<file path="config.mk">
export PLATFORM = sky130hd
export DESIGN_NAME = gyro_rate_bias_deadband_filter
export DESIGN_NICKNAME = d
export VERILOG_FILES = /design/src/rtl/core/grbd_pkg.sv /design/src/rtl/core/grbd_div.sv /design/src/rtl/core/grbd_datapath.sv /design/src/rtl/core/grbd_ctrl.sv /design/src/rtl/core/gyro_rate_bias_deadband_filter.sv
export SDC_FILE = /design/constraint.sdc
export NUM_CORES = 2
export LEC_CHECK = 0
export BUFFER_PORTS_ARGS = -buffer_cell sky130_fd_sc_hd__buf_2
export CELL_PAD_IN_SITES_DETAIL_PLACEMENT = 0
export CELL_PAD_IN_SITES_GLOBAL_PLACEMENT = 1
export CORE_AREA = 2 2 386 388
export DETAILED_ROUTE_END_ITERATION = 12
export DIE_AREA = 0 0 388 390
export PLACE_DENSITY_LB_ADDON = 0.1
export SLEW_MARGIN = 20
export SYNTH_ARGS = -nofsm -noshare
export SYNTH_HDL_FRONTEND = slang
export SYNTH_SLANG_ARGS = --single-unit
</file>
<file path="constraint.sdc">
create_clock -name clk -period 9.2 [get_ports clk]
set_input_delay 0 -clock clk [delete_from_list [all_inputs] [get_ports clk]]
set_output_delay 0 -clock clk [all_outputs]
set_load 0.02 [all_outputs]
</file>
<file path="src/rtl/core/grbd_pkg.sv">
package grbd_pkg;

	// rate fraction bits; the scaling shift follows from it
	localparam int FRAC_BITS = 8;
	localparam int SCALE_SH  = 16 - FRAC_BITS;

	localparam int RAW_W   = 16;
	localparam int SCL_W   = 16;
	localparam int PROD_W  = RAW_W + SCL_W + 1;
	localparam int RATE_W  = 20;
	localparam int SUM_W   = 40;
	localparam int FILT_W  = 28;
	localparam int CNT_W   = 16;
	localparam int TIME_W  = 32;
	localparam int MAXR_W  = 19;
	localparam int ALPHA_W = 9;
	localparam int STEP_W  = $clog2(SUM_W + 1);

	localparam logic signed [RATE_W-1:0] RATE_MAX = {1'b0, {(RATE_W-1){1'b1}}};
	localparam logic signed [RATE_W-1:0] RATE_MIN = {1'b1, {(RATE_W-1){1'b0}}};
	localparam logic signed [SUM_W-1:0]  SUM_MAX  = {1'b0, {(SUM_W-1){1'b1}}};
	localparam logic signed [SUM_W-1:0]  SUM_MIN  = {1'b1, {(SUM_W-1){1'b0}}};
	localparam logic [ALPHA_W-1:0]       ALPHA_ONE = 9'd256;

	typedef enum logic [2:0] {
		CFG_SCALE,
		CFG_NEGATE,
		CFG_MAX_RATE,
		CFG_DEADBAND,
		CFG_ALPHA,
		CFG_WINDOW,
		CFG_MIN_COUNT
	} cfg_idx_t;

	typedef struct packed {
		logic [SCL_W-1:0]   scale_q16;
		logic               negate_axis;
		logic [MAXR_W-1:0]  max_rate;
		logic [15:0]        deadband;
		logic [ALPHA_W-1:0] alpha_q8;
		logic [15:0]        window_ms;
		logic [CNT_W-1:0]   min_count;
	} cfg_t;

	typedef struct packed {
		logic load;
		logic mul;
		logic scale;
		logic restart;
		logic accum;
		logic div_start;
		logic cal_finish;
		logic corr;
		logic fmul;
		logic fadd;
		logic emit;
	} dp_cmd_t;

	typedef struct packed {
		logic restart;
		logic calibrated;
		logic cal_ready;
		logic div_done;
	} dp_sts_t;

endpackage

</file>
<file path="src/rtl/core/grbd_div.sv">
module grbd_div
	import grbd_pkg::*;
(
	input  logic             clk,
	input  logic             arst_n,
	input  logic             start,
	input  logic [SUM_W-1:0] dividend,
	input  logic [CNT_W-1:0] divisor,
	output logic             done,
	output logic [SUM_W-1:0] quotient
);

	logic              busy_q;
	logic              done_q;
	logic [STEP_W-1:0] cnt_q;
	logic [CNT_W-1:0]  rem_q;
	logic [SUM_W-1:0]  quo_q;
	logic [CNT_W-1:0]  dvs_q;
	logic [CNT_W:0]    rem_sh;
	logic              ge;
	logic [CNT_W:0]    rem_sub;

	// restoring division, one quotient bit per cycle
	always_comb begin
		rem_sh  = {rem_q, quo_q[SUM_W-1]};
		ge      = rem_sh >= {1'b0, dvs_q};
		rem_sub = rem_sh - {1'b0, dvs_q};
	end

	always_ff @(posedge clk or negedge arst_n) begin
		if (!arst_n) begin
			busy_q <= 1'b0;
			done_q <= 1'b0;
			cnt_q  <= '0;
		end else begin
			done_q <= busy_q && (cnt_q == STEP_W'(1));
			if (start) begin
				busy_q <= 1'b1;
				cnt_q  <= STEP_W'(SUM_W);
			end else if (busy_q) begin
				cnt_q <= cnt_q - 1'b1;
				if (cnt_q == STEP_W'(1)) begin
					busy_q <= 1'b0;
				end
			end
		end
	end

	always_ff @(posedge clk) begin
		if (start) begin
			rem_q <= '0;
			quo_q <= dividend;
			dvs_q <= divisor;
		end else if (busy_q) begin
			rem_q <= ge ? rem_sub[CNT_W-1:0] : rem_sh[CNT_W-1:0];
			quo_q <= {quo_q[SUM_W-2:0], ge};
		end
	end

	assign done     = done_q;
	assign quotient = quo_q;

endmodule

</file>
<file path="src/rtl/core/grbd_datapath.sv">
module grbd_datapath
	import grbd_pkg::*;
(
	input  logic                     clk,
	input  logic                     arst_n,
	input  cfg_t                     cfg,
	input  dp_cmd_t                  cmd,
	output dp_sts_t                  sts,
	input  logic                     action,
	input  logic signed [RAW_W-1:0]  raw_rate,
	input  logic [TIME_W-1:0]        time_ms,
	output logic signed [RATE_W-1:0] rate_out,
	output logic                     valid_res,
	output logic                     calibrating,
	output logic                     stationary,
	output logic [15:0]              sequence_res,
	output logic [TIME_W-1:0]        stamp_ms
);

	localparam logic signed [PROD_W:0] ROUND_HALF = (PROD_W+1)'(1) <<< (SCALE_SH - 1);

	// item registers
	logic                      action_q;
	logic signed [RAW_W-1:0]   raw_q;
	logic [TIME_W-1:0]         time_q;
	logic signed [PROD_W-1:0]  prod_q;
	logic signed [RATE_W-1:0]  scaled_q;
	logic signed [RATE_W-1:0]  corr_q;
	logic signed [38:0]        fprod_q;
	logic                      res_valid_q;
	logic                      res_stat_q;

	// architectural state
	logic                      is_cal_q;
	logic [TIME_W-1:0]         wstart_q;
	logic [CNT_W-1:0]          count_q;
	logic signed [SUM_W-1:0]   sum_q;
	logic signed [RATE_W-1:0]  bias_q;
	logic signed [FILT_W-1:0]  filt_q;
	logic [15:0]               seq_q;
	logic [TIME_W-1:0]         stamp_q;

	// output register
	logic signed [RATE_W-1:0]  rate_out_q;
	logic                      valid_out_q;
	logic                      calib_out_q;
	logic                      stat_out_q;
	logic [15:0]               seq_out_q;
	logic [TIME_W-1:0]         stamp_out_q;

	logic signed [PROD_W:0]    rnd;
	logic signed [PROD_W:0]    shr;
	logic signed [PROD_W+1:0]  sneg;
	logic signed [RATE_W-1:0]  scaled_d;
	logic signed [SUM_W:0]     sum_wide;
	logic signed [SUM_W-1:0]   sum_d;
	logic [CNT_W-1:0]          count_d;
	logic [TIME_W-1:0]         elapsed;
	logic [CNT_W-1:0]          need;
	logic                      sum_neg;
	logic [SUM_W-1:0]          sum_mag;
	logic [SUM_W-1:0]          quot;
	logic                      div_done;
	logic signed [RATE_W-1:0]  bias_d;
	logic signed [RATE_W:0]    diff;
	logic signed [RATE_W:0]    lim;
	logic signed [RATE_W:0]    nlim;
	logic signed [RATE_W-1:0]  corr_d;
	logic [RATE_W-1:0]         corr_abs;
	logic                      stat_d;
	logic [ALPHA_W-1:0]        alpha;
	logic signed [FILT_W:0]    fdiff;
	logic signed [38:0]        fstep;
	logic signed [38:0]        fsum;
	logic signed [FILT_W:0]    frnd;

	always_comb begin
		// scaling with round half up, floor shift, sign flip, saturation
		rnd  = (PROD_W+1)'(prod_q) + ROUND_HALF;
		shr  = rnd >>> SCALE_SH;
		sneg = cfg.negate_axis ? -((PROD_W+2)'(shr)) : (PROD_W+2)'(shr);
		if (sneg > (PROD_W+2)'(RATE_MAX)) begin
			scaled_d = RATE_MAX;
		end else if (sneg < (PROD_W+2)'(RATE_MIN)) begin
			scaled_d = RATE_MIN;
		end else begin
			scaled_d = sneg[RATE_W-1:0];
		end

		// calibration sum and count
		sum_wide = (SUM_W+1)'(sum_q) + (SUM_W+1)'(scaled_q);
		if (sum_wide[SUM_W] != sum_wide[SUM_W-1]) begin
			sum_d = sum_wide[SUM_W] ? SUM_MIN : SUM_MAX;
		end else begin
			sum_d = sum_wide[SUM_W-1:0];
		end
		count_d = (count_q != '1) ? count_q + 1'b1 : count_q;
		elapsed = time_q - wstart_q;
		need    = (cfg.min_count == '0) ? CNT_W'(1) : cfg.min_count;

		// bias from magnitude quotient
		sum_neg = sum_q[SUM_W-1];
		sum_mag = sum_neg ? SUM_W'(-sum_q) : SUM_W'(sum_q);
		if (sum_neg) begin
			if (quot > SUM_W'(-(SUM_W+1)'(RATE_MIN))) begin
				bias_d = RATE_MIN;
			end else begin
				bias_d = -$signed(quot[RATE_W-1:0]);
			end
		end else begin
			if (quot > SUM_W'(RATE_MAX)) begin
				bias_d = RATE_MAX;
			end else begin
				bias_d = $signed(quot[RATE_W-1:0]);
			end
		end

		// bias removal, clamp and deadband
		diff = (RATE_W+1)'(scaled_q) - (RATE_W+1)'(bias_q);
		lim  = $signed({2'b00, cfg.max_rate});
		nlim = -lim;
		if (diff > lim) begin
			corr_d = lim[RATE_W-1:0];
		end else if (diff < nlim) begin
			corr_d = nlim[RATE_W-1:0];
		end else begin
			corr_d = diff[RATE_W-1:0];
		end
		corr_abs = corr_d[RATE_W-1] ? RATE_W'(-corr_d) : RATE_W'(corr_d);
		stat_d   = corr_abs < RATE_W'(cfg.deadband);

		// exponential filter
		alpha = (cfg.alpha_q8 > ALPHA_ONE) ? ALPHA_ONE : cfg.alpha_q8;
		fdiff = ((FILT_W+1)'(corr_q) <<< 8) - (FILT_W+1)'(filt_q);
		fstep = fprod_q >>> 8;
		fsum  = 39'(filt_q) + fstep;
		frnd  = (FILT_W+1)'(filt_q) + (FILT_W+1)'(128);
	end

	grbd_div u_div (
		.clk      (clk),
		.arst_n   (arst_n),
		.start    (cmd.div_start),
		.dividend (sum_mag),
		.divisor  (count_q),
		.done     (div_done),
		.quotient (quot)
	);

	always_ff @(posedge clk) begin
		if (cmd.load) begin
			action_q    <= action;
			raw_q       <= raw_rate;
			time_q      <= time_ms;
			res_valid_q <= 1'b0;
			res_stat_q  <= 1'b0;
		end
		if (cmd.mul) begin
			prod_q <= raw_q * $signed({1'b0, cfg.scale_q16});
		end
		if (cmd.scale) begin
			scaled_q <= scaled_d;
		end
		if (cmd.corr) begin
			corr_q     <= corr_d;
			res_stat_q <= stat_d;
		end
		if (cmd.fmul) begin
			fprod_q <= $signed({1'b0, alpha}) * fdiff;
		end
		if (cmd.fadd || cmd.cal_finish) begin
			res_valid_q <= 1'b1;
		end
		if (cmd.emit) begin
			rate_out_q  <= (res_valid_q && !res_stat_q) ? frnd[FILT_W-1:8] : '0;
			valid_out_q <= res_valid_q;
			calib_out_q <= !is_cal_q;
			stat_out_q  <= res_stat_q;
			seq_out_q   <= seq_q;
			stamp_out_q <= stamp_q;
		end
	end

	always_ff @(posedge clk or negedge arst_n) begin
		if (!arst_n) begin
			is_cal_q <= 1'b0;
			wstart_q <= '0;
			count_q  <= '0;
			sum_q    <= '0;
			bias_q   <= '0;
			filt_q   <= '0;
			seq_q    <= '0;
			stamp_q  <= '0;
		end else begin
			if (cmd.restart) begin
				is_cal_q <= 1'b0;
				wstart_q <= time_q;
				count_q  <= '0;
				sum_q    <= '0;
				bias_q   <= '0;
				filt_q   <= '0;
			end
			if (cmd.accum) begin
				sum_q   <= sum_d;
				count_q <= count_d;
			end
			if (cmd.cal_finish) begin
				bias_q   <= bias_d;
				filt_q   <= '0;
				is_cal_q <= 1'b1;
			end
			if (cmd.fadd) begin
				filt_q <= fsum[FILT_W-1:0];
			end
			if (cmd.fadd || cmd.cal_finish) begin
				seq_q   <= seq_q + 1'b1;
				stamp_q <= time_q;
			end
		end
	end

	assign sts.restart    = action_q;
	assign sts.calibrated = is_cal_q;
	assign sts.cal_ready  = (elapsed >= TIME_W'(cfg.window_ms)) && (count_q >= need);
	assign sts.div_done   = div_done;

	assign rate_out     = rate_out_q;
	assign valid_res    = valid_out_q;
	assign calibrating  = calib_out_q;
	assign stationary   = stat_out_q;
	assign sequence_res = seq_out_q;
	assign stamp_ms     = stamp_out_q;

endmodule

</file>
<file path="src/rtl/core/grbd_ctrl.sv">
module grbd_ctrl
	import grbd_pkg::*;
(
	input  logic    clk,
	input  logic    arst_n,
	input  logic    in_valid,
	output logic    in_ready,
	output logic    out_valid,
	input  logic    out_ready,
	input  dp_sts_t sts,
	output dp_cmd_t cmd
);

	typedef enum logic [3:0] {
		ST_IDLE,
		ST_MUL,
		ST_SCALE,
		ST_BRANCH,
		ST_CHECK,
		ST_DIV,
		ST_FMUL,
		ST_FADD,
		ST_EMIT
	} state_t;

	state_t state_q;
	state_t state_d;
	logic   out_valid_q;
	logic   out_free;

	assign out_free = !out_valid_q || out_ready;

	always_comb begin
		cmd     = '0;
		state_d = state_q;
		case (state_q)
			ST_IDLE: begin
				if (in_valid) begin
					cmd.load = 1'b1;
					state_d  = ST_MUL;
				end
			end
			ST_MUL: begin
				if (sts.restart) begin
					cmd.restart = 1'b1;
					state_d     = ST_EMIT;
				end else begin
					cmd.mul = 1'b1;
					state_d = ST_SCALE;
				end
			end
			ST_SCALE: begin
				cmd.scale = 1'b1;
				state_d   = ST_BRANCH;
			end
			ST_BRANCH: begin
				if (sts.calibrated) begin
					cmd.corr = 1'b1;
					state_d  = ST_FMUL;
				end else begin
					cmd.accum = 1'b1;
					state_d   = ST_CHECK;
				end
			end
			ST_CHECK: begin
				if (sts.cal_ready) begin
					cmd.div_start = 1'b1;
					state_d       = ST_DIV;
				end else begin
					state_d = ST_EMIT;
				end
			end
			ST_DIV: begin
				if (sts.div_done) begin
					cmd.cal_finish = 1'b1;
					state_d        = ST_EMIT;
				end
			end
			ST_FMUL: begin
				cmd.fmul = 1'b1;
				state_d  = ST_FADD;
			end
			ST_FADD: begin
				cmd.fadd = 1'b1;
				state_d  = ST_EMIT;
			end
			ST_EMIT: begin
				if (out_free) begin
					cmd.emit = 1'b1;
					state_d  = ST_IDLE;
				end
			end
			default: begin
				state_d = ST_IDLE;
			end
		endcase
	end

	always_ff @(posedge clk or negedge arst_n) begin
		if (!arst_n) begin
			state_q     <= ST_IDLE;
			out_valid_q <= 1'b0;
		end else begin
			state_q <= state_d;
			if (cmd.emit) begin
				out_valid_q <= 1'b1;
			end else if (out_ready) begin
				out_valid_q <= 1'b0;
			end
		end
	end

	assign in_ready  = (state_q == ST_IDLE);
	assign out_valid = out_valid_q;

endmodule

</file>
<file path="src/rtl/core/gyro_rate_bias_deadband_filter.sv">
// channel   | handshake            | payload
// in        | in_valid / in_ready   | action, raw_rate, time_ms
// out       | out_valid / out_ready | rate_out, valid_res, calibrating, stationary,
//           |                       | sequence_res, stamp_ms
// cfg       | cfg_valid / cfg_ready | cfg_index, cfg_data
//
// restart item: load, emit; sample: load, multiply, scale, then accumulate or filter, emit
// the calibration-finishing sample also waits for the 40-step serial divider
// one item at a time; the next is taken once the result sits in the output register
// a stalled output holds the result and keeps the controller waiting for a free slot
// reset clears calibration, filter, sequence and timestamp state; cfg_ready is always high
module gyro_rate_bias_deadband_filter
	import grbd_pkg::*;
(
	input  logic                     clk,
	input  logic                     arst_n,
	input  logic                     in_valid,
	output logic                     in_ready,
	input  logic                     action,
	input  logic signed [RAW_W-1:0]  raw_rate,
	input  logic [TIME_W-1:0]        time_ms,
	output logic                     out_valid,
	input  logic                     out_ready,
	output logic signed [RATE_W-1:0] rate_out,
	output logic                     valid_res,
	output logic                     calibrating,
	output logic                     stationary,
	output logic [15:0]              sequence_res,
	output logic [TIME_W-1:0]        stamp_ms,
	input  logic                     cfg_valid,
	output logic                     cfg_ready,
	input  logic [2:0]               cfg_index,
	input  logic [MAXR_W-1:0]        cfg_data
);

	cfg_t    cfg_q;
	dp_cmd_t cmd;
	dp_sts_t sts;

	always_ff @(posedge clk or negedge arst_n) begin
		if (!arst_n) begin
			cfg_q.scale_q16   <= 16'd1001;
			cfg_q.negate_axis <= 1'b0;
			cfg_q.max_rate    <= 19'd128000;
			cfg_q.deadband    <= 16'd128;
			cfg_q.alpha_q8    <= 9'd64;
			cfg_q.window_ms   <= 16'd1000;
			cfg_q.min_count   <= 16'd100;
		end else if (cfg_valid) begin
			case (cfg_idx_t'(cfg_index))
				CFG_SCALE:     cfg_q.scale_q16   <= cfg_data[SCL_W-1:0];
				CFG_NEGATE:    cfg_q.negate_axis <= cfg_data[0];
				CFG_MAX_RATE:  cfg_q.max_rate    <= cfg_data;
				CFG_DEADBAND:  cfg_q.deadband    <= cfg_data[15:0];
				CFG_ALPHA:     cfg_q.alpha_q8    <= cfg_data[ALPHA_W-1:0];
				CFG_WINDOW:    cfg_q.window_ms   <= cfg_data[15:0];
				CFG_MIN_COUNT: cfg_q.min_count   <= cfg_data[CNT_W-1:0];
				default: begin
				end
			endcase
		end
	end

	assign cfg_ready = 1'b1;

	grbd_ctrl u_ctrl (
		.clk       (clk),
		.arst_n    (arst_n),
		.in_valid  (in_valid),
		.in_ready  (in_ready),
		.out_valid (out_valid),
		.out_ready (out_ready),
		.sts       (sts),
		.cmd       (cmd)
	);

	grbd_datapath u_datapath (
		.clk          (clk),
		.arst_n       (arst_n),
		.cfg          (cfg_q),
		.cmd          (cmd),
		.sts          (sts),
		.action       (action),
		.raw_rate     (raw_rate),
		.time_ms      (time_ms),
		.rate_out     (rate_out),
		.valid_res    (valid_res),
		.calibrating  (calibrating),
		.stationary   (stationary),
		.sequence_res (sequence_res),
		.stamp_ms     (stamp_ms)
	);

endmodule

</file>
# Word-level counts from Yosys, hierarchy flattened
# Index checks and enable logic that the tools add are counted.
[totals]
memories = 0
ff_bits = 594
ram_bits = 0
out_inout_bits = 74
latchBits = 0
inputBits = 76
mem_bits_ro = 0
elab_cells = 177
[classes]
div = 0
reduce_logical = 26
n_eq_ne = 21
n_mux = 63
mul = 2
magnitude_cmp = 11
n_addsub = 16
shift = 0
bitwise = 0
[ops]
columns = ["cell", "n"]
rows = [
  ["40-bit 2-to-1 mux", 7],
  ["20-bit 2-to-1 mux", 9],
  ["28-bit 2-to-1 mux", 3],
  ["16-bit 2-to-1 mux", 5],
  ["40-bit by 20-bit adder with 41-bit output", 1],
  ["40-bit by 19-bit greater-than comparator with 1-bit output, second input constant", 1],
  ["40-bit by 20-bit greater-than comparator with 1-bit output, second input constant", 1],
  ["20-bit negator", 2],
  ["40-bit negator", 1],
  ["10-bit by 29-bit multiplier with 36-bit output", 1],
  ["4-bit one-hot mux with 9 select lines", 1],
  ["35-bit by 20-bit greater-than comparator with 1-bit output, second input constant", 1],
  ["35-bit by 20-bit less-than comparator with 1-bit output, second input constant", 1],
  ["35-bit 2-to-1 mux", 1],
  ["26-bit negator with 35-bit output", 1],
  ["33-bit by 9-bit adder with 34-bit output, second input constant", 1],
  ["16-bit by 17-bit multiplier with 33-bit output", 1],
  ["16-bit by 1-bit adder with 16-bit output, second input constant", 2],
  ["32-bit by 16-bit >= comparator with 1-bit output", 1],
  ["32-bit subtractor", 1],
  ["28-bit by 28-bit subtractor with 29-bit output", 1],
  ["28-bit adder", 1],
  ["28-bit by 9-bit adder with 28-bit output, second input constant", 1],
  ["1-bit 2-to-1 mux", 28],
  ["36 further kinds", 66],
]

# Logic depth before layout (Yosys ltp)
[depth]
ltp_word = 8
ltp_mapped = 37

# Hierarchy
# From an unflattened synthesis, not the netlist that was laid out.
[unflattened]
cells_unflattened = 5316
hier_area_um2 = 51114.0
[by_module_without_submodules]
columns = ["module", "instances", "cells_per_inst", "area_each_um2", "seq_area_each_um2"]
rows = [
  ["grbd_datapath", 1, 4708, 42921.2, 11105.7],
  ["grbd_div", 1, 350, 4134.0, 2202.1],
  ["gyro_rate_bias_deadband_filter", 1, 206, 3648.5, 2357.3],
  ["grbd_ctrl", 1, 52, 410.4, 125.1],
]

# Worst setup path after synthesis
# Ideal clock, no wire load.
[synth_timing]
path_type = "reg2reg"
startpoint = "register u_datapath.filt_q[8]"
endpoint = "register u_datapath.fprod_q[35], data pin"
synth_period_minus_slack_ns = 8.240
t_arrival_ns = 7.973
setup_time_ns = 0.268
path_slack_ns = 0.960
stages_incl_launch_ff = 34
n_path_buf = 0
path_cell_list = "dfrtp_1 > inv_1 > ha_1 > nor3b_1 > a41oi_1 > o21ai_1 > a211oi_1 > o41ai_1 > nand3_1 > nand2_1 > a21oi_1 > o21bai_1 > xor2_1 > nand2_1 > fa_1 > inv_1 > fa_1 > fa_1 > fa_1 > inv_1 > fa_1 > inv_1 > ha_1 > a21o_1 > a21o_1 > a21oi_1 > nor2b_1 > o21ai_0 > nand2_1 > o31a_1 > o21ai_0 > nand2b_1 > a31o_2 > xnor3_1"
[synth_via]
elab_chain_len = 2
[synth_lines]
columns = ["element", "line", "rtl"]
rows = [
  ["start: declaration", "grbd_datapath.sv:39", "logic signed [FILT_W-1:0] filt_q;"],
  ["start signal: assignment", "grbd_datapath.sv:213", "filt_q <= fsum[FILT_W-1:0];"],
  ["28-bit by 28-bit subtractor with 29-bit output", "grbd_datapath.sv:134", "fdiff = ((FILT_W+1)'(corr_q) <<< 8) - (FILT_W+1)'(filt_q);"],
  ["10-bit by 29-bit multiplier with 36-bit output", "grbd_datapath.sv:169", "fprod_q <= $signed({1'b0, alpha}) * fdiff;"],
  ["end signal: assignment", "grbd_datapath.sv:169", ""],
  ["end: declaration", "grbd_datapath.sv:29", "logic signed [38:0] fprod_q;"],
]
# Every way passes these cells.
# A chain may end at the register's enable or synchronous reset.

# Worst setup path in the final report
# Same ends and word-level chain as after synthesis.

==> results.toml <==
[routing]
avgRoutedWirePerCell_um = 19.88
ant_nets = 0
drt_iter0_drc = 2249
routed_via_density = 5.006
first_pass_iters = 5
vias = 38610
wirelength_mm = 153.3
drc = 0

[synthesis]
syn_nets = 6342
synth_flop_cell = "edfxtp_1"
ys_warn_count = 0
ys_ff_latch = 579
netlist_instances = 5424
synth.avg_cell_area_um2 = 9.453
synth.cell_area_mm2 = 0.05127
synthArstFlopShare_pct = 50.26
ys_seq_area_share_pct = 30.80
ys_types = 89
synth-edff-count = 271

[clock_network]
insertion_delay_ns = 0.73
clock_path_buffers = 3
clk_pin_slew_ns = 0.06
cts-buffers-inserted = 77
root_buffer = "clkbuf_16"
cts.sinks = 579
cts_tree = "built"
htreeDepth = 3

[setup_path]
cpPeakStageDelay_ns = 0.54
cp_common_cell = "fa_1"
reg2regPathDepth = 34
critPathMaxFanout = 5
end_kind = "flop"
crit_required_ns = 9.67
cp_slowest_cell = "fa_1"
critPathLaunchType = "flop"
crit_type = "flop to flop"
cp_data_arrival_time_ns = 9.06

[sta]
finalHoldViolations = 0
fin_tns_setup_ns = 0
slew-limit-headroom_pct = 30.43
tightest_slew_ns = 1.038
setup_violations = 0
slew_violations = 0
rsz0062_at_grt = "false"
timing.final.crit_share_pct = 93.43
fmax_ghz = 0.1163
period_needed_ns = 8.596
clock_skew_ns = 0.06844

[die]
io_pins = 150
row_count = 141
die_w_um = 388
die_height_um = 390
core_area_mm2 = 0.1471
dieArea_mm2 = 0.1513
start_util_pct = 34.85

[global_routing]
grt_max_degree = 82
grt_pass1_wl_mm = 240.0
first_global_vias = 40300
antenna_found_initial = 15
track_usage_pct = 20.45
overflow = 0

[finish]
final_area_mm2 = 0.05867
syn_to_final_growth_pct = 14.43
layout_common_cells = "721 x inv_1, 655 x nand2_1, 444 x ha_1"
regArea_mm2 = 0.01579
layout-drive-gt1-share_pct = 10.02
final_cells = 7712
multi_input_area_mm2 = 0.03225
fill_cells = 14930
final_common_cell = "inv_1"
fin_nets = 6631

[place]
placedCellCount = 7425
place.gp.congestion = 0.8411
place_area_mm2 = 0.05460
hpwlAfterDp_mm = 117.2
io_buffers = 148

[min_path]
holdPathStages = 2
hp-class = "primary input to flop"

[status]
status = "finished clean"

[flow_run]
cap_violations = 0
## worst paths after layout
| check | slack, ns | end | from |
|---|---|---|---|
| setup / recovery | 0.60 | u_datapath.fprod_q[35]$_DFFE_PN_ | u_datapath.filt_q[8]$_DFFE_PN0P_ |
| hold / removal | 0.06 | u_datapath.raw_q[4]$_DFFE_PP_ | raw_rate[4] |
| setup reg to reg | 0.60 | u_datapath.fprod_q[35]$_DFFE_PN_ | u_datapath.filt_q[8]$_DFFE_PN0P_ |
| hold reg to reg | 0.44 | u_datapath.stamp_ms[12]$_DFFE_PP_ | u_datapath.stamp_q[12]$_DFFE_PN0P_ |
| max in group asynchronous | 6.97 | u_datapath.sum_q[13]$_DFFE_PN0P_ | arst_n |
| min in group asynchronous | 0.49 | cfg_q[23]$_DFFE_PN1P_ | arst_n |
## area by class of cell
| class | instances | area share, % |
|---|---|---|
| Multi-Input combinational cell | 3947 | 54.96 |
| Clock inverter | 37 | 0.8018 |
| Timing Repair Buffer | 385 | 4.933 |
| Tap cell | 1930 | 4.116 |
| Inverter | 723 | 4.626 |
| Antenna cell | 5 | 0.02133 |
| Clock buffer | 106 | 3.623 |
| Sequential cell | 579 | 26.92 |
## critical path: cells and delay by family (launching register included)
kind                     cells  cell delay [ns]
buffers and inverters        5             0.45
adder cells (fa/ha/maj)      7             3.20
XOR/XNOR                     2             0.60
AO/OA/AOI/OAI               13             2.75
AND/OR/NAND/NOR              7             0.91
flip-flops                   1             0.42
## kinds of logic (layout without fill, tap and decap cells)
family	count (synthesis)	count (layout)	share of synthesized area [%]
muxes	160	160	3.426
and+or+nand+nor	1691	1691	15.33
adders and majority gates	842	842	26.38
DFF	579	579	30.80
other	1	6	0.007314
xor gates and xnor gates	352	352	6.040
AOI/OAI and AO/OA	901	901	11.38
buffers and inverters	898	1251	6.650
## layer usage
| metal | GRT usage, % | wire [um] | vias to the layer above |
|---|---|---|---|
| met3 | 3.556 | 8401 | 158 |
| met1 | 28.25 | 70930 | 18940 |
| met2 | 33.24 | 70470 | 669 |
| met4 | 4.981 | 3448 | 6 |
| met5 | 0 | 32 | - |
| li1 | - | - | 18830 |
## cells in the mapped netlist (28+ instances only)
cell type / instances / area [um^2]
o21a_1: 30 / 225.2
nand2_1: 655 / 2459
xor2_1: 105 / 919.6
inv_1: 722 / 2710
ha_1: 444 / 5555
edfxtp_1: 271 / 8138
mux2_2: 120 / 1351
nor3_1: 80 / 400.4
a31oi_1: 37 / 231.5
o21ai_0: 245 / 1226
a21oi_1: 214 / 1071
nand4_1: 47 / 294.0
or3_1: 30 / 187.7
a211oi_1: 41 / 307.8
o211ai_1: 28 / 210.2
dfrtp_1: 267 / 6681
nand2b_1: 54 / 337.8
nor2b_1: 54 / 337.8
xnor2_1: 246 / 2155
nand3_1: 124 / 620.6
nor2_1: 381 / 1430
clkbuf_1: 160 / 600.6
a221o_1: 40 / 400.4
a21o_1: 85 / 638.1
fa_1: 398 / 7968
and2_1: 132 / 825.8
and3_1: 38 / 237.7
mux2i_1: 39 / 390.4
o21bai_1: 29 / 217.7
## per-stage QoR
stage	hold WS (ns)	util, %	worst slack [ns]
after floorplan	-0.2956	-	0.9598
after global placement	0.08098	37.10	0.4894
after detailed placement	0.07766	37.11	0.3914
after CTS	0.00008415	39.82	0.3466
after global routing	0.03359	39.87	0.02287
final	0.05984	39.88	0.6041
## repair_timing
item                                   in CTS  in global routing
endpoints found under the hold margin     235                  0
gates resized for setup                     0                 10
hold buffers                              137                  0
setup endpoints to repair                   0                  5
setup buffers                               0                  1
## sequential cells by signal, indices dropped and copies added (netlist names), 26 cells and up
register and flops:
u_datapath.fprod_q 28, u_datapath.prod_q 26, u_datapath.time_q 32, u_datapath.u_div.quotient 40, u_datapath.filt_q 28, cfg_q 93, u_datapath.stamp_ms 32, u_datapath.wstart_q 32
u_datapath.sum_q 40, u_datapath.stamp_q 32
Power is not shown: default switching activity piles up to over one toggle a cycle in this logic, so the estimate is an artifact.
